### config.mk
export PLATFORM = sky130hd
export DESIGN_NAME = stm_mix
export DESIGN_NICKNAME = d
export VERILOG_FILES = /design/src/hdl/stm_pkg.sv /design/src/hdl/stm_mix.sv
export SDC_FILE = /design/constraint.sdc
export NUM_CORES = 2
export LEC_CHECK = 0
export BUFFER_PORTS_ARGS = -buffer_cell sky130_fd_sc_hd__buf_2
export CAP_MARGIN = 10
export CORE_ASPECT_RATIO = 0.75
export CORE_UTILIZATION = 55
export CTS_BUF_LIST = sky130_fd_sc_hd__clkbuf_4 sky130_fd_sc_hd__clkbuf_8
export DETAILED_ROUTE_END_ITERATION = 7
export PLACE_DENSITY_LB_ADDON = 0.2
export SYNTH_ARGS = -nofsm -noshare
export SYNTH_HDL_FRONTEND = slang
export SYNTH_SLANG_ARGS = --single-unit
export TNS_END_PERCENT = 20
### constraint.sdc
create_clock -name clk -period 17.7 [get_ports clk]
set_input_delay 3.54 -clock clk [delete_from_list [all_inputs] [get_ports clk]]
set_output_delay 3.54 -clock clk [all_outputs]
set_load 0.03 [all_outputs]
### src/hdl/stm_pkg.sv
// ============================================================================
// stm_pkg: shared types and constants of the six-actuator thrust mixer.
// Holds the Q1.14 constants, the quotient saturation limits and the beat
// formats passed between the mixing front end and the pipelined divider.
// ============================================================================
package stm_pkg;

    localparam logic [14:0] Q_ONE = 15'd16384;
    localparam logic signed [14:0] W_POINT3 = 15'sd4915;

    localparam logic [15:0] RES_MAX = 16'h7FFF;
    localparam logic [15:0] RES_MIN = 16'h8000;
    localparam logic [15:0] NEG_LIMIT = 16'd32768;

    localparam int DIV_STAGES = 4;
    localparam int DIV_STEPS = 4;

    typedef struct packed {
        logic [14:0] left_act_one;
        logic [14:0] left_act_two;
        logic [14:0] left_act_three;
        logic [14:0] right_act_one;
        logic [14:0] right_act_two;
        logic [14:0] right_act_three;
        logic [14:0] left_thrust;
        logic [14:0] right_thrust;
        logic        hit_lower;
        logic        hit_upper;
        logic        hit_attitude;
    } side_t;

    typedef struct packed {
        logic [16:0] mag;
        logic [14:0] gain;
        logic        neg;
        logic        ovf;
        logic        zero;
    } div_in_t;

    typedef struct packed {
        logic [15:0] quo;
        logic        neg;
        logic        ovf;
        logic        zero;
    } div_out_t;

endpackage

### src/hdl/stm_mix.sv
// ============================================================================
// stm_mix: mixing front end.
// Four register stages: gain scaling, throttle clamp and tilt weighting,
// side thrust adjustment, then actuator clamps and divider operand setup.
// ============================================================================
module stm_mix
(
    input  logic                  clk,
    input  logic                  rst_n,
    input  logic                  in_valid,
    input  logic signed [15:0]    roll_demand,
    input  logic signed [15:0]    roll_feedfwd,
    input  logic signed [15:0]    pitch_demand,
    input  logic signed [15:0]    pitch_feedfwd,
    input  logic signed [15:0]    yaw_demand,
    input  logic signed [15:0]    yaw_feedfwd,
    input  logic [14:0]           throttle_demand,
    input  logic [14:0]           comp_gain,
    input  logic [14:0]           throttle_ceiling,
    output logic                  out_valid,
    output stm_pkg::div_in_t      div_in,
    output stm_pkg::side_t        side
);

    localparam logic signed [17:0] ONE_S18 = 18'(stm_pkg::Q_ONE);

    typedef struct packed {
        logic signed [17:0] r;
        logic signed [17:0] p;
        logic signed [17:0] y;
        logic [15:0]        t;
        logic [14:0]        ceil_v;
        logic [14:0]        gain;
    } s1_t;

    typedef struct packed {
        logic signed [17:0] lt;
        logic signed [17:0] rt;
        logic [14:0]        tc;
        logic signed [31:0] wy;
        logic signed [31:0] wtl;
        logic signed [31:0] wtr;
        logic [14:0]        gain;
        logic               lower;
        logic               upper;
    } s2_t;

    typedef struct packed {
        logic [14:0]        lthr;
        logic [14:0]        rthr;
        logic signed [17:0] wy;
        logic signed [17:0] wtl;
        logic signed [17:0] wtr;
        logic signed [17:0] thr;
        logic [14:0]        gain;
        logic               lower;
        logic               upper;
        logic               att;
    } s3_t;

    function automatic logic [14:0] clamp_unit(input logic signed [18:0] v);
        logic [14:0] res;
        if (v < 19'sd0)
            res = '0;
        else if (v > 19'(stm_pkg::Q_ONE))
            res = stm_pkg::Q_ONE;
        else
            res = v[14:0];
        return res;
    endfunction

    s1_t     s1_reg, s1_next;
    s2_t     s2_reg, s2_next;
    s3_t     s3_reg, s3_next;
    stm_pkg::div_in_t s4_div_reg, s4_div_next;
    stm_pkg::side_t   s4_side_reg, s4_side_next;
    logic    s1_valid_reg, s2_valid_reg, s3_valid_reg, s4_valid_reg;

    logic signed [16:0] roll_sum, pitch_sum, yaw_sum;
    logic signed [32:0] roll_prod, pitch_prod, yaw_prod;
    logic [29:0]        thr_prod;

    logic [15:0]        t0;
    logic signed [16:0] half;
    logic signed [18:0] tl, tr;

    logic signed [17:0] m, adj;

    always_comb
    begin
        roll_sum   = 17'(roll_demand) + 17'(roll_feedfwd);
        pitch_sum  = 17'(pitch_demand) + 17'(pitch_feedfwd);
        yaw_sum    = 17'(yaw_demand) + 17'(yaw_feedfwd);
        roll_prod  = 33'(roll_sum) * $signed({18'd0, comp_gain});
        pitch_prod = 33'(pitch_sum) * $signed({18'd0, comp_gain});
        yaw_prod   = 33'(yaw_sum) * $signed({18'd0, comp_gain});
        thr_prod   = 30'(throttle_demand) * 30'(comp_gain);
        s1_next.r      = roll_prod[31:14];
        s1_next.p      = pitch_prod[31:14];
        s1_next.y      = yaw_prod[31:14];
        s1_next.t      = thr_prod[29:14];
        s1_next.ceil_v = throttle_ceiling;
        s1_next.gain   = comp_gain;
    end

    always_comb
    begin
        s2_next.lower = (s1_reg.t == 16'd0);
        t0 = s2_next.lower ? 16'd0 : s1_reg.t;
        s2_next.upper = (t0 >= {1'b0, s1_reg.ceil_v});
        s2_next.tc = s2_next.upper ? s1_reg.ceil_v : t0[14:0];
        half = s1_reg.r[17:1];
        s2_next.lt = $signed({3'b000, s2_next.tc}) + 18'(half);
        s2_next.rt = $signed({3'b000, s2_next.tc}) - 18'(half);
        tl = 19'(s1_reg.p) - 19'(s1_reg.y);
        tr = 19'(s1_reg.p) + 19'(s1_reg.y);
        s2_next.wy  = 32'(s1_reg.y) * 32'(stm_pkg::W_POINT3);
        s2_next.wtl = 32'(tl) * 32'(stm_pkg::W_POINT3);
        s2_next.wtr = 32'(tr) * 32'(stm_pkg::W_POINT3);
        s2_next.gain = s1_reg.gain;
    end

    always_comb
    begin
        m = (s2_reg.lt > s2_reg.rt) ? s2_reg.lt : s2_reg.rt;
        s3_next.att = (m > ONE_S18);
        adj = s3_next.att ? (ONE_S18 - m) : 18'sd0;
        s3_next.lthr  = clamp_unit(19'(s2_reg.lt) + 19'(adj));
        s3_next.rthr  = clamp_unit(19'(s2_reg.rt) + 19'(adj));
        s3_next.thr   = $signed({3'b000, s2_reg.tc}) + adj;
        s3_next.wy    = s2_reg.wy[31:14];
        s3_next.wtl   = s2_reg.wtl[31:14];
        s3_next.wtr   = s2_reg.wtr[31:14];
        s3_next.gain  = s2_reg.gain;
        s3_next.lower = s2_reg.lower;
        s3_next.upper = s2_reg.upper | s3_next.att;
    end

    always_comb
    begin
        s4_side_next.left_act_one    = clamp_unit($signed({4'b0, s3_reg.lthr}) - 19'(s3_reg.wy));
        s4_side_next.left_act_two    = clamp_unit($signed({4'b0, s3_reg.lthr}) - 19'(s3_reg.wtl));
        s4_side_next.left_act_three  = clamp_unit($signed({4'b0, s3_reg.lthr}) + 19'(s3_reg.wtl));
        s4_side_next.right_act_one   = clamp_unit($signed({4'b0, s3_reg.rthr}) + 19'(s3_reg.wy));
        s4_side_next.right_act_two   = clamp_unit($signed({4'b0, s3_reg.rthr}) - 19'(s3_reg.wtr));
        s4_side_next.right_act_three = clamp_unit($signed({4'b0, s3_reg.rthr}) + 19'(s3_reg.wtr));
        s4_side_next.left_thrust     = s3_reg.lthr;
        s4_side_next.right_thrust    = s3_reg.rthr;
        s4_side_next.hit_lower       = s3_reg.lower;
        s4_side_next.hit_upper       = s3_reg.upper;
        s4_side_next.hit_attitude    = s3_reg.att;
        s4_div_next.neg  = (s3_reg.thr < 18'sd0);
        s4_div_next.mag  = s4_div_next.neg ? 17'(-s3_reg.thr) : 17'(s3_reg.thr);
        s4_div_next.gain = s3_reg.gain;
        s4_div_next.zero = (s4_div_next.mag == 17'd0);
        s4_div_next.ovf  = !s4_div_next.zero && (s4_div_next.mag >= {s3_reg.gain, 2'b00});
    end

    always_ff @(posedge clk or negedge rst_n)
    begin
        if (!rst_n)
        begin
            s1_valid_reg <= 1'b0;
            s2_valid_reg <= 1'b0;
            s3_valid_reg <= 1'b0;
            s4_valid_reg <= 1'b0;
        end
        else
        begin
            s1_valid_reg <= in_valid;
            s2_valid_reg <= s1_valid_reg;
            s3_valid_reg <= s2_valid_reg;
            s4_valid_reg <= s3_valid_reg;
        end
    end

    always_ff @(posedge clk)
    begin
        s1_reg      <= s1_next;
        s2_reg      <= s2_next;
        s3_reg      <= s3_next;
        s4_div_reg  <= s4_div_next;
        s4_side_reg <= s4_side_next;
    end

    assign out_valid = s4_valid_reg;
    assign div_in    = s4_div_reg;
    assign side      = s4_side_reg;

endmodule

==> out/metrics.csv <==
stage;metric;value;unit
synthesis;yosysSeqAreaShare;0.1371;
setup_path;critical_path_class;primary input to flop;
detailed_routing;vias;53700;
synthesis;synthDistinctLibCells;89;
synthesis;synth_flop_cell;dfxtp_1;
timing;fin_setup_tns;0;ns
place;io_buffer_count;302;
finish;drive_gt1_frac;0.07480;
detailed_routing;viasPerCell;5.332;
grt;grt_pass1_vias;55514;
clocking;clock_latency;0.75;ns
detailed_routing;routed_wl;184700;um
timing;tightest_slew;1.229;ns
synthesis;synth.top_cell.area_share;0.3308;
timing;fin_crit_sh;0.6715;
clocking;cts_buffers;83;
timing;drv_slew;0;
clocking;clk_path_buf_depth;3;
clocking;holdBufCountCts;0;
grt;grt_max_degree;68;
synthesis;synth_fp_nets;10362;
setup_path;path_common_cell;fa_1;
finish;finalNetCount;10593;
place;placed_cell_area;76960;um2
detailed_routing;avgRoutedWirePerCell;18.34;um
clocking;clk_pin_slew;0.06;ns
finish;syn_to_final_growth;7.529;%
detailed_routing;route.detailed.drc;51;
setup_path;crit_path_max_fanout;15;
run_status;status;finished with violations;
finish;postLayoutCellArea;79000;um2
floorplan;die_h;318.5;um
place;hpwl;149600;um
job;max_cap_violations;0;
synthesis;synth_area_per_cell;9.164;um2
setup_path;cp.required;18.32;ns
setup_path;cp-start-kind;primary input;
setup_path;crit_slowest_cell;fa_1;
detailed_routing;drt-initial-drc-count;3301;
floorplan;start_util;0.5574;
synthesis;syn_area;73470;um2
grt;antenna_found_initial;4;
floorplan;die_w;424.0;um
clocking;cts_resized;0;
floorplan;io_pins;303;
timing;finClkSkew;0.07177;ns
synthesis;synth.area.top_cells;fa_1 (33%), ha_1 (17%), dfxtp_1 (14%);
synthesis;synth_seq_cells;502;
detailed_routing;ant_nets;0;
setup_path;slowest_delay;0.59;ns
setup_path;path_delay_family;adder cells;
place;gp_congestion;0.9208;
floorplan;row_count;115;
timing;period_needed;11.89;ns
clocking;cts_tree;done;
clocking;cts_setup_buffers;0;
setup_path;endpoint_kind;flop;
setup_path;critPathBufInv;7;
synthesis;synthCells;8017;
setup_path;r2r_slack;8.37;ns
worst_hold_path;hp-class;flop to flop;
timing;grt_setup_unrepaired;no;
synthesis;synth.largest_area_cell;fa_1;
synthesis;ys_async_sr_fraction;0.007968;
setup_path;crit_arrival;12.51;ns
finish;fillers;11483;
clocking;cts_sinks;502;
timing;clock.fmax;84.13;MHz
finish;largest_register_ffs;123;
timing;slew_headroom;0.1769;
timing;finalHoldViolCount;0;
clocking;cts-root-buf;clkbuf_8;
run_status;violations;DRC;
grt;grt_pass1_wl;299800;um
detailed_routing;drt_pre_antenna_iters;8;
timing;finalSetupViolCount;0;
synthesis;synth_edf_count;0;
floorplan;core;131800;um2
grt;track_usage;0.2791;
clocking;cts_max_level;3;
floorplan;die-area;135100;um2
grt;grt-ovfl-total;0;
synthesis;yosysWarnings;0;
cell families (layout without fill, tap and decap cells):
logic type      after synthesis  after routing  synth area share
compound gates              849            849           0.07636
xor+xnor                    358            358           0.04268
fa+ha+maj                  2201           2201            0.4989
buf+inv                    2113           2411            0.1082
flops                       502            502            0.1371
mux                          39             39          0.005705
other cells                   0              2                 0
simple gates               1955           1955            0.1311
synth_stat cells, types with 41 or more instances:
cell	n
nor2_1	276
a21o_1	83
dfxtp_1	498
fa_1	1214
nor2b_1	98
xnor2_1	268
nand3_1	73
nand2_1	728
clkbuf_1	225
inv_1	1877
nor3_1	114
xor2_1	90
o21bai_1	41
o21a_1	65
and3_1	49
a21oi_1	237
and2_1	365
o21ai_0	132
nand2b_1	62
ha_1	987
final timing paths:
check / start / end / cells after the start
max: pitch_demand[1] / s1_reg[81] / 35
min: s2_reg[8] / s3_reg[9] / 0
max reg2reg: s1_reg[47] / s2_reg[47] / 32
min reg2reg: s2_reg[8] / s3_reg[9] / 0
max in group asynchronous: rst_n / s1_valid_reg / 1
min in group asynchronous: rst_n / out_valid / 1
cell usage in the layout, fill, tap and decap left out, types with 17 or more instances in the layout:
master,count
a21oi_1,235
and2_1,365
and3_1,49
xnor2_1,259
o21ai_0,132
buf_4,77
o21a_1,65
nand3_1,73
nand2b_1,62
ha_1,987
nand2_1,728
inv_1,1877
o211ai_1,17
nand4_1,29
or3_1,27
nor3b_1,25
nor4_1,26
a31oi_1,38
nor3_1,114
a21boi_0,17
clkbuf_8,100
a211oi_1,30
nor2_1,276
or2_2,22
fa_1,1214
mux2_2,19
xor2_1,90
a21o_1,83
buf_2,302
dfxtp_1,497
nor2b_1,98
o21bai_1,41
o31ai_1,24
mux2i_1,19
cell type report:
type                       instances  area [um2]  area share
tap                             1755        2196     0.02780
multi-input combinational       5402       55530      0.7029
timing repair buffer             381        2121     0.02685
sequential                       502       10070      0.1275
antenna                            2       5.005  0.00006335
inverter                        1878        7049     0.08923
clock inverter                    38       545.5    0.006905
clock buffer                     114        1481     0.01875
routing by layer:
layer	routed length [um]	GRT usage
met1	86490	0.4158
met2	78520	0.4190
met3	16300	0.05716
met4	3436	0.05535
met5	0	0
through the flow:
step / hold WS, ns / util / std cells / setup WS, ns
after global placement: 0.3097 / 0.5839 / 9917 / 5.279
final: 0.3086 / 0.5994 / 10072 / 5.814
after global routing: 0.3113 / 0.5994 / 10071 / 5.444
after CTS: 0.3119 / 0.5993 / 10069 / 5.998
after detailed placement: 0.3121 / 0.5839 / 9917 / 5.221
after floorplan: 0.3096 / - / 8017 / 5.984
Power is left out: the tool's default activity adds up to more than one toggle a clock period on the data nets, which glitch-free logic cannot reach.
