**src/hdl/stm_pkg.sv**
```systemverilog
// ============================================================================
// stm_pkg: shared types and constants of the six-actuator thrust mixer.
// Holds the Q1.14 constants, the quotient saturation limits and the beat
// formats passed between the mixing front end and the pipelined divider.
// ============================================================================
package stm_pkg;

    localparam logic [14:0] Q_ONE = 15'd16384;
    localparam logic signed [14:0] W_POINT3 = 15'sd4915;

    localparam logic [15:0] RES_MAX = 16'h7FFF;
    localparam logic [15:0] RES_MIN = 16'h8000;
    localparam logic [15:0] NEG_LIMIT = 16'd32768;

    localparam int DIV_STAGES = 4;
    localparam int DIV_STEPS = 4;

    typedef struct packed {
        logic [14:0] left_act_one;
        logic [14:0] left_act_two;
        logic [14:0] left_act_three;
        logic [14:0] right_act_one;
        logic [14:0] right_act_two;
        logic [14:0] right_act_three;
        logic [14:0] left_thrust;
        logic [14:0] right_thrust;
        logic        hit_lower;
        logic        hit_upper;
        logic        hit_attitude;
    } side_t;

    typedef struct packed {
        logic [16:0] mag;
        logic [14:0] gain;
        logic        neg;
        logic        ovf;
        logic        zero;
    } div_in_t;

    typedef struct packed {
        logic [15:0] quo;
        logic        neg;
        logic        ovf;
        logic        zero;
    } div_out_t;

endpackage

```
**src/hdl/stm_div.sv**
```systemverilog
// ============================================================================
// stm_div: pipelined restoring divider.
// Divides the throttle magnitude, scaled by 1.0, by the gain, four quotient
// bits per stage, and carries the mixer results alongside each beat.
// ============================================================================
module stm_div
(
    input  logic                  clk,
    input  logic                  rst_n,
    input  logic                  in_valid,
    input  stm_pkg::div_in_t      div_in,
    input  stm_pkg::side_t        side_in,
    output logic                  out_valid,
    output stm_pkg::div_out_t     div_out,
    output stm_pkg::side_t        side_out
);

    typedef struct packed {
        logic [14:0] rem;
        logic [15:0] quo;
        logic [15:0] low;
        logic [14:0] gain;
        logic        neg;
        logic        ovf;
        logic        zero;
    } div_work_t;

    div_work_t      entry;
    div_work_t      work_reg  [stm_pkg::DIV_STAGES];
    div_work_t      work_next [stm_pkg::DIV_STAGES];
    stm_pkg::side_t side_reg  [stm_pkg::DIV_STAGES];
    logic [stm_pkg::DIV_STAGES-1:0] valid_reg;

    always_comb
    begin
        entry.rem  = div_in.mag[16:2];
        entry.low  = {div_in.mag[1:0], 14'd0};
        entry.quo  = '0;
        entry.gain = div_in.gain;
        entry.neg  = div_in.neg;
        entry.ovf  = div_in.ovf;
        entry.zero = div_in.zero;
    end

    for (genvar g = 0; g < stm_pkg::DIV_STAGES; g++)
    begin : g_stage
        div_work_t src;
        logic [15:0] rem2;

        if (g == 0)
        begin : g_first
            assign src = entry;
        end
        else
        begin : g_rest
            assign src = work_reg[g-1];
        end

        always_comb
        begin
            work_next[g] = src;
            rem2 = '0;
            for (int k = 0; k < stm_pkg::DIV_STEPS; k++)
            begin
                rem2 = {work_next[g].rem, work_next[g].low[15]};
                work_next[g].low = {work_next[g].low[14:0], 1'b0};
                if (rem2 >= {1'b0, work_next[g].gain})
                begin
                    work_next[g].rem = 15'(rem2 - {1'b0, work_next[g].gain});
                    work_next[g].quo = {work_next[g].quo[14:0], 1'b1};
                end
                else
                begin
                    work_next[g].rem = rem2[14:0];
                    work_next[g].quo = {work_next[g].quo[14:0], 1'b0};
                end
            end
        end

        always_ff @(posedge clk)
        begin
            work_reg[g] <= work_next[g];
            if (g == 0)
                side_reg[g] <= side_in;
            else
                side_reg[g] <= side_reg[(g == 0) ? 0 : g-1];
        end
    end

    always_ff @(posedge clk or negedge rst_n)
    begin
        if (!rst_n)
            valid_reg <= '0;
        else
            valid_reg <= {valid_reg[stm_pkg::DIV_STAGES-2:0], in_valid};
    end

    assign out_valid     = valid_reg[stm_pkg::DIV_STAGES-1];
    assign div_out.quo   = work_reg[stm_pkg::DIV_STAGES-1].quo;
    assign div_out.neg   = work_reg[stm_pkg::DIV_STAGES-1].neg;
    assign div_out.ovf   = work_reg[stm_pkg::DIV_STAGES-1].ovf;
    assign div_out.zero  = work_reg[stm_pkg::DIV_STAGES-1].zero;
    assign side_out      = side_reg[stm_pkg::DIV_STAGES-1];

endmodule
```
**config.mk**
```make
export PLATFORM = sky130hd
export DESIGN_NAME = stm_div
export DESIGN_NICKNAME = d
export VERILOG_FILES = /design/src/hdl/stm_pkg.sv /design/src/hdl/stm_div.sv
export SDC_FILE = /design/constraint.sdc
export NUM_CORES = 1
export LEC_CHECK = 0
export BUFFER_PORTS_ARGS = -buffer_cell sky130_fd_sc_hd__buf_2
export CORE_MARGIN = 1
export CORE_UTILIZATION = 58
export CTS_BUF_LIST = sky130_fd_sc_hd__clkbuf_8
export DETAILED_ROUTE_END_ITERATION = 8
export PLACE_DENSITY = 0.79
export SYNTH_ARGS = -nofsm -noshare
export SYNTH_HDL_FRONTEND = slang
export SYNTH_SLANG_ARGS = --single-unit
export TNS_END_PERCENT = 20
```
**constraint.sdc**
```tcl
create_clock -name clk -period 11.4 [get_ports clk]
set_clock_uncertainty 0.2 [all_clocks]
set_input_delay 0.57 -clock clk [delete_from_list [all_inputs] [get_ports clk]]
set_output_delay 0.57 -clock clk [all_outputs]
set_load 0.03 [all_outputs]
```
==> metrics.txt, run 1 <==
part of the cycle the worst path needs=96.2%; Setup crit end kind=flop; overall die height=213 microns; total wirelength of the detailed-routed design=61.4 mm; Initial Util=58.7%; Congestion Overflow GR=0; antenna violations before repair=0; warnings from Yosys=0; sequential fraction of the synthesis area=49.4%; total via count in the routed design=19,800; maximum root-to-sink buffer count=3; Setup Total Neg Slack=0 ns; final hold violation count=0; DIE WIDTH=213 microns; H-tree depth=3; Rel. slew slack=54.0%; register clock-pin slew on the reported worst setup and hold paths=0.06 ns; dominant register cell in the synthesized netlist=dfxtp_1; count of flip-flops with a built-in enable after synthesis=0; ys async rst share=0.627%; RePlAce Congestion=0.929; Critical Path Start Type=flop; post-synthesis sequential element count=638; Buf/Inv on CP=5; global-route usage over all layers=26.7%; most area-consuming cells after synthesis=dfxtp_1 49%, ha_1 11%, xnor2_1 3.5%; largest net degree at the start of global routing=26; detailed-route vias per instance=5.44; nets in the synthesized netlist=2,842; top cells by count, synth=634 x dfxtp_1, 229 x ha_1, 170 x a21oi_1, 159 x nor2_1, 138 x inv_1; number of DRC markers in iteration 0=1,049; # clock sinks=638; unrepaired setup endpoints after global routing=true; number of search-and-repair iterations in the first detailed-routing pass=5; CP max FO=25; input/output buffers=303; share of layout cells above drive strength 1=20.6%; Req. time, crit path=11.77 ns; area of the mapped netlist=0.0259 sq mm; number of flip-flops under the largest register name=492; diodes inserted=0; Largest stage delay, worst path=0.60 ns; area of the core=0.0441 sq mm; most common cell in the netlist=dfxtp_1; endpoints failing setup=0; # rows=77; Clock Root Buffer=clkbuf_8; leading area contributor after synthesis=dfxtp_1; result of the run=complete, no violations; Max-cap violations=0; slew at the pin with the worst max-slew slack=0.683 ns; post-detailed-route count of antenna-violating nets=0; count of unique library cells instantiated by Yosys=105; relative area change from synthesis to final layout=21.5%; DRC viols=0; wire length of the first global-routing pass=96.5 mm; instance count after placement with tap cells included=3,329; syn_area_per_cell=10.6 sq um; io pins=304; Worst Setup Path Type=reg2reg; post-layout instance count excluding filler cells=3,639; Arrival @ worst endpoint=11.33 ns; clock tree from TritonCTS=done; CP delay by family, top=compound AO/OA/AOI/OAI gates; Final Max Slew Viols=0; maximum clock frequency=0.0912 GHz; WHS=0.108 ns; Slowest-stage cell, CP=a2111oi_1; worst min-delay path category=reg2reg; minimum period implied by the final worst setup slack=10.96 ns; number of standard cells after synthesis=2,446; detail-routed net length per standard cell=16.9 microns; total die area=0.0455 sq mm; via count of the first global-routing pass=19,600; number of buffers created by CTS=93; DP Wirelength=43.8 mm; post-layout net count=3,375; insertion delay of the later-clocked pin in the worst-skew pair=0.69 ns; share of the synthesized area in the top cell type=49.0%
## final cells by class
cell class	instances	area (sq um)
flip-flops and latches	638	12800
fillers	3285	12700
multi-input cells	1635	12400
repair buffers	465	3090
clock buffers	110	1510
well taps	592	741
inverters	146	554
clock inverters	53	320
## routing by layer
layer / track usage (%) / routed length, microns
met1: 31.3 / 25600
met2: 47.7 / 30900
met3: 5.02 / 3140
met4: 11.0 / 1840
met5: 0 / 0
## logic make-up after synthesis
logic type | share of synthesized area [%]
flip-flops | 49.4
AO/OA/AOI/OAI | 15.2
AND/OR/NAND/NOR | 10.4
adder cells (fa/ha/maj) | 11.5
buffers and inverters | 2.74
XOR/XNOR | 5.21
multiplexers | 5.53
## final timing paths
check | slack, ns | to | cells after the start | start
worst max-delay path | 0.44 | work_reg[2][60]$_DFF_P_ | 37 | work_reg[1][3]$_DFF_P_
worst min-delay path | 0.11 | side_reg[3][24]$_DFF_P_ | 0 | side_reg[2][24]$_DFF_P_
worst max register to register | 0.44 | work_reg[2][60]$_DFF_P_ | 37 | work_reg[1][3]$_DFF_P_
worst min register to register | 0.11 | side_reg[3][24]$_DFF_P_ | 0 | side_reg[2][24]$_DFF_P_
max in group asynchronous | 10.25 | valid_reg[2]$_DFF_PN0_ | 3 | rst_n
min in group asynchronous | 0.58 | valid_reg[0]$_DFF_PN0_ | 3 | rst_n
## stage by stage
stage | utilization [%] | worst slack [ns] | cell area, sq um
final | 71.3 | 0.437 | 31500
after global routing | 71.3 | -0.153 | 31500
after CTS | 71.2 | 0.0405 | 31400
after detailed placement | 63.7 | -0.108 | 28100
after global placement | 63.7 | 0.224 | 28100
after floorplan | - | 0.908 | 25900
## cells in the final DEF (no fill, tap or decap), types with 45 or more instances in the layout
cell type,n
a21o_1,49
dfxtp_1,632
inv_1,172
o21ai_0,111
ha_1,229
nand2_1,112
mux2_2,75
xnor2_1,104
buf_2,303
clkbuf_8,110
o21a_1,45
a21oi_1,169
nor2_1,159
xor2_1,50
dlygate4sd3_1,144
## repair_timing
item | 4_1_cts | 5_1_grt
hold buffers | 144 | 0
hold endpoints to repair | 146 | 0
endpoints found under the setup margin | 0 | 47
setup buffers | 0 | 3
resized for setup | 0 | 15
Power of run 1 is not shown: default switching activity piles up to over one toggle a cycle in this logic, so the estimate is an artifact.
==> inputs of run 2 (changes only) <==
--- a/config.mk
+++ b/config.mk
@@ -10,7 +10,7 @@
 export CORE_UTILIZATION = 58
 export CTS_BUF_LIST = sky130_fd_sc_hd__clkbuf_8
 export DETAILED_ROUTE_END_ITERATION = 8
-export PLACE_DENSITY = 0.79
+export PLACE_DENSITY = 0.78
 export SYNTH_ARGS = -nofsm -noshare
 export SYNTH_HDL_FRONTEND = slang
 export SYNTH_SLANG_ARGS = --single-unit
==> run 2 against run 1 <==
Design area about the same. First-iteration DRC count grew 3.6%. Non-clock buffer count unchanged. Sequential share of layout area about the same. Maximum frequency up 2.4%. Via count increased by 0.17%. Critical endpoint unchanged.
==> metrics.txt, run 2 (synthesized netlist as in run 1, its figures left out) <==
diodes inserted=0 (unchanged); commonest non-fill, non-tap cells in the layout=632 x dfxtp_1, 303 x buf_2, 229 x ha_1, 171 x inv_1, 169 x a21oi_1; detail-routed net length per standard cell=17.1 microns (+1.2%); post-detailed-route count of antenna-violating nets=0 (unchanged); share of layout cells above drive strength 1=20.5% (-0.11 points); total die area=0.0455 sq mm (unchanged); part of the cycle the worst path needs=93.9% (-2.2 points); hold path endpoint=work_reg[0][46]$_SDFF_PN0_; unrepaired setup endpoints after global routing=false; area of the core=0.0441 sq mm (unchanged); input/output buffers=303 (unchanged); Clock Root Buffer=clkbuf_8; critical register-to-register path startpoint=work_reg[1][3]$_DFF_P_; Arrival @ worst endpoint=11.08 ns (-0.25 ns); length in cells of the worst reg-to-reg path=36 (-2.7%); Buf/Inv on CP=4 (-1); Congestion Overflow GR=0 (unchanged); Final Max Slew Viols=0 (unchanged); io pins=304 (unchanged); Worst Setup Path Type=reg2reg; result of the run=complete, no violations; wire length the detailed router placed on met1=25.6 mm (about the same); maximum clock frequency=0.0934 GHz (+2.4%); relative area change from synthesis to final layout=21.4% (about the same); Largest stage delay, worst path=0.52 ns (-0.08 ns); DR WL met3=3.27 mm (+4.3%); DRC viols=0 (unchanged); Initial Util=58.7% (unchanged); Hold Path Origin=div_in[3]; most common cell after layout, fill and taps aside=dfxtp_1; WHS=0.0858 ns (-0.0225 ns); Setup crit end kind=flop; DR top layer=met4; Filler Cells Inserted=3,268 (-0.52%); # clock sinks=638 (unchanged); number of buffers created by CTS=91 (-2.2%); DIE WIDTH=213 microns (unchanged); total via count in the routed design=19,800 (+0.17%); Req. time, crit path=11.77 ns (about the same); number of flip-flops under the largest register name=492 (unchanged); endpoints failing setup=0 (unchanged); post-layout instance count excluding filler cells=3,636 (-0.082%); flop-to-flop setup slack=0.69 ns (+0.26 ns); post-layout net count=3,373 (-0.059%); worst min-delay path category=in2reg; Max-cap violations=0 (unchanged); register clock-pin slew on the reported worst setup and hold paths=0.06 ns (about the same); number of search-and-repair iterations in the first detailed-routing pass=5 (unchanged); Slowest-stage cell, CP=fa_1; maximum root-to-sink buffer count=3 (unchanged); largest net degree at the start of global routing=26 (unchanged); wire length of the first global-routing pass=97.8 mm (+1.4%); final hold violation count=0 (unchanged); Critical Path Start Type=flop; DP Wirelength=44.4 mm (+1.2%); CP max FO=25 (unchanged); slew at the pin with the worst max-slew slack=0.742 ns (+0.0589 ns); Setup Total Neg Slack=0 ns (unchanged); detailed-route vias per instance=5.45 (+0.25%); RePlAce Congestion=0.993 (+6.9%); final standard cell utilization of the core=71.3% (about the same); # rows=77 (unchanged); antenna violations before repair=0 (unchanged); H-tree depth=3 (unchanged); minimum period implied by the final worst setup slack=10.71 ns (-0.255 ns); instance count after placement with tap cells included=3,331 (+0.060%); number of DRC markers in iteration 0=1,087 (+3.6%); total wirelength of the detailed-routed design=62.1 mm (+1.1%); met2 WL=31.2 mm (+1.1%); global-route usage over all layers=27.1% (+0.34 points); Critical R2R Capture=work_reg[2][60]$_DFF_P_; via count of the first global-routing pass=19,800 (+0.84%); insertion delay of the later-clocked pin in the worst-skew pair=0.68 ns (about the same); CP delay by family, top=compound AO/OA/AOI/OAI gates; Rel. slew slack=49.2% (-4.8 points); clock tree from TritonCTS=done; overall die height=213 microns (unchanged); hold-critical path depth=3 (+3)
## run 2: how the worst max path moves through the flow
stage / start / end / slack [ns] / cells past startpoint
after floorplan: div_in[19] / work_reg[0][56]$_DFF_P_ / 0.91 / 46
after CTS: div_in[5] / work_reg[0][56]$_DFF_P_ / 0.16 / 40
after global placement: div_in[3] / work_reg[0][56]$_DFF_P_ / 0.32 / 40
final: work_reg[1][3]$_DFF_P_ / work_reg[2][60]$_DFF_P_ / 0.69 / 36
after detailed placement: div_in[3] / work_reg[0][56]$_DFF_P_ / -0.22 / 40
after global routing: div_in[5] / work_reg[0][56]$_DFF_P_ / 0.03 / 41
## run 2: final cells by class
cell class | count | area, sq um | share of cell area, %
well taps | 592 | 741 | 2.36
clock buffers | 111 | 1530 | 4.86
inverters | 146 | 554 | 1.76
clock inverters | 49 | 298 | 0.947
repair buffers | 465 | 3090 | 9.84
flip-flops and latches | 638 | 12800 | 40.7
multi-input cells | 1635 | 12400 | 39.6
## run 2: repair_timing
item,4_1_cts,5_1_grt
endpoints found under the hold margin,146,0
buffers inserted,0,1
resized for setup,0,12
hold buffers,144,0
endpoints found under the setup margin,0,41
## run 2: metal layers
metal,up-vias,track usage [%]
met5,-,0
met4,0,10.9
met3,158,4.72
met1,9329,31.9
met2,582,48.6
li1,9760,-
## run 2: metrics by stage
step	worst slack (ns)	cell area, sq um
CTS	0.159	31400
global placement	0.323	28100
floorplan	0.908	25900
finish	0.692	31400
detailed placement	-0.215	28100
global route	0.0335	31400
## run 2: worst register-to-register path, delay by kind of cell, from the launching register on
kind,cells,cell delay (ns)
flops,1,0.47
mux,4,1.48
buf+inv,4,1.02
compound gates,17,4.57
simple gates,7,1.33
fa+ha+maj,4,1.56
Power of run 2 is left out for the same reason.
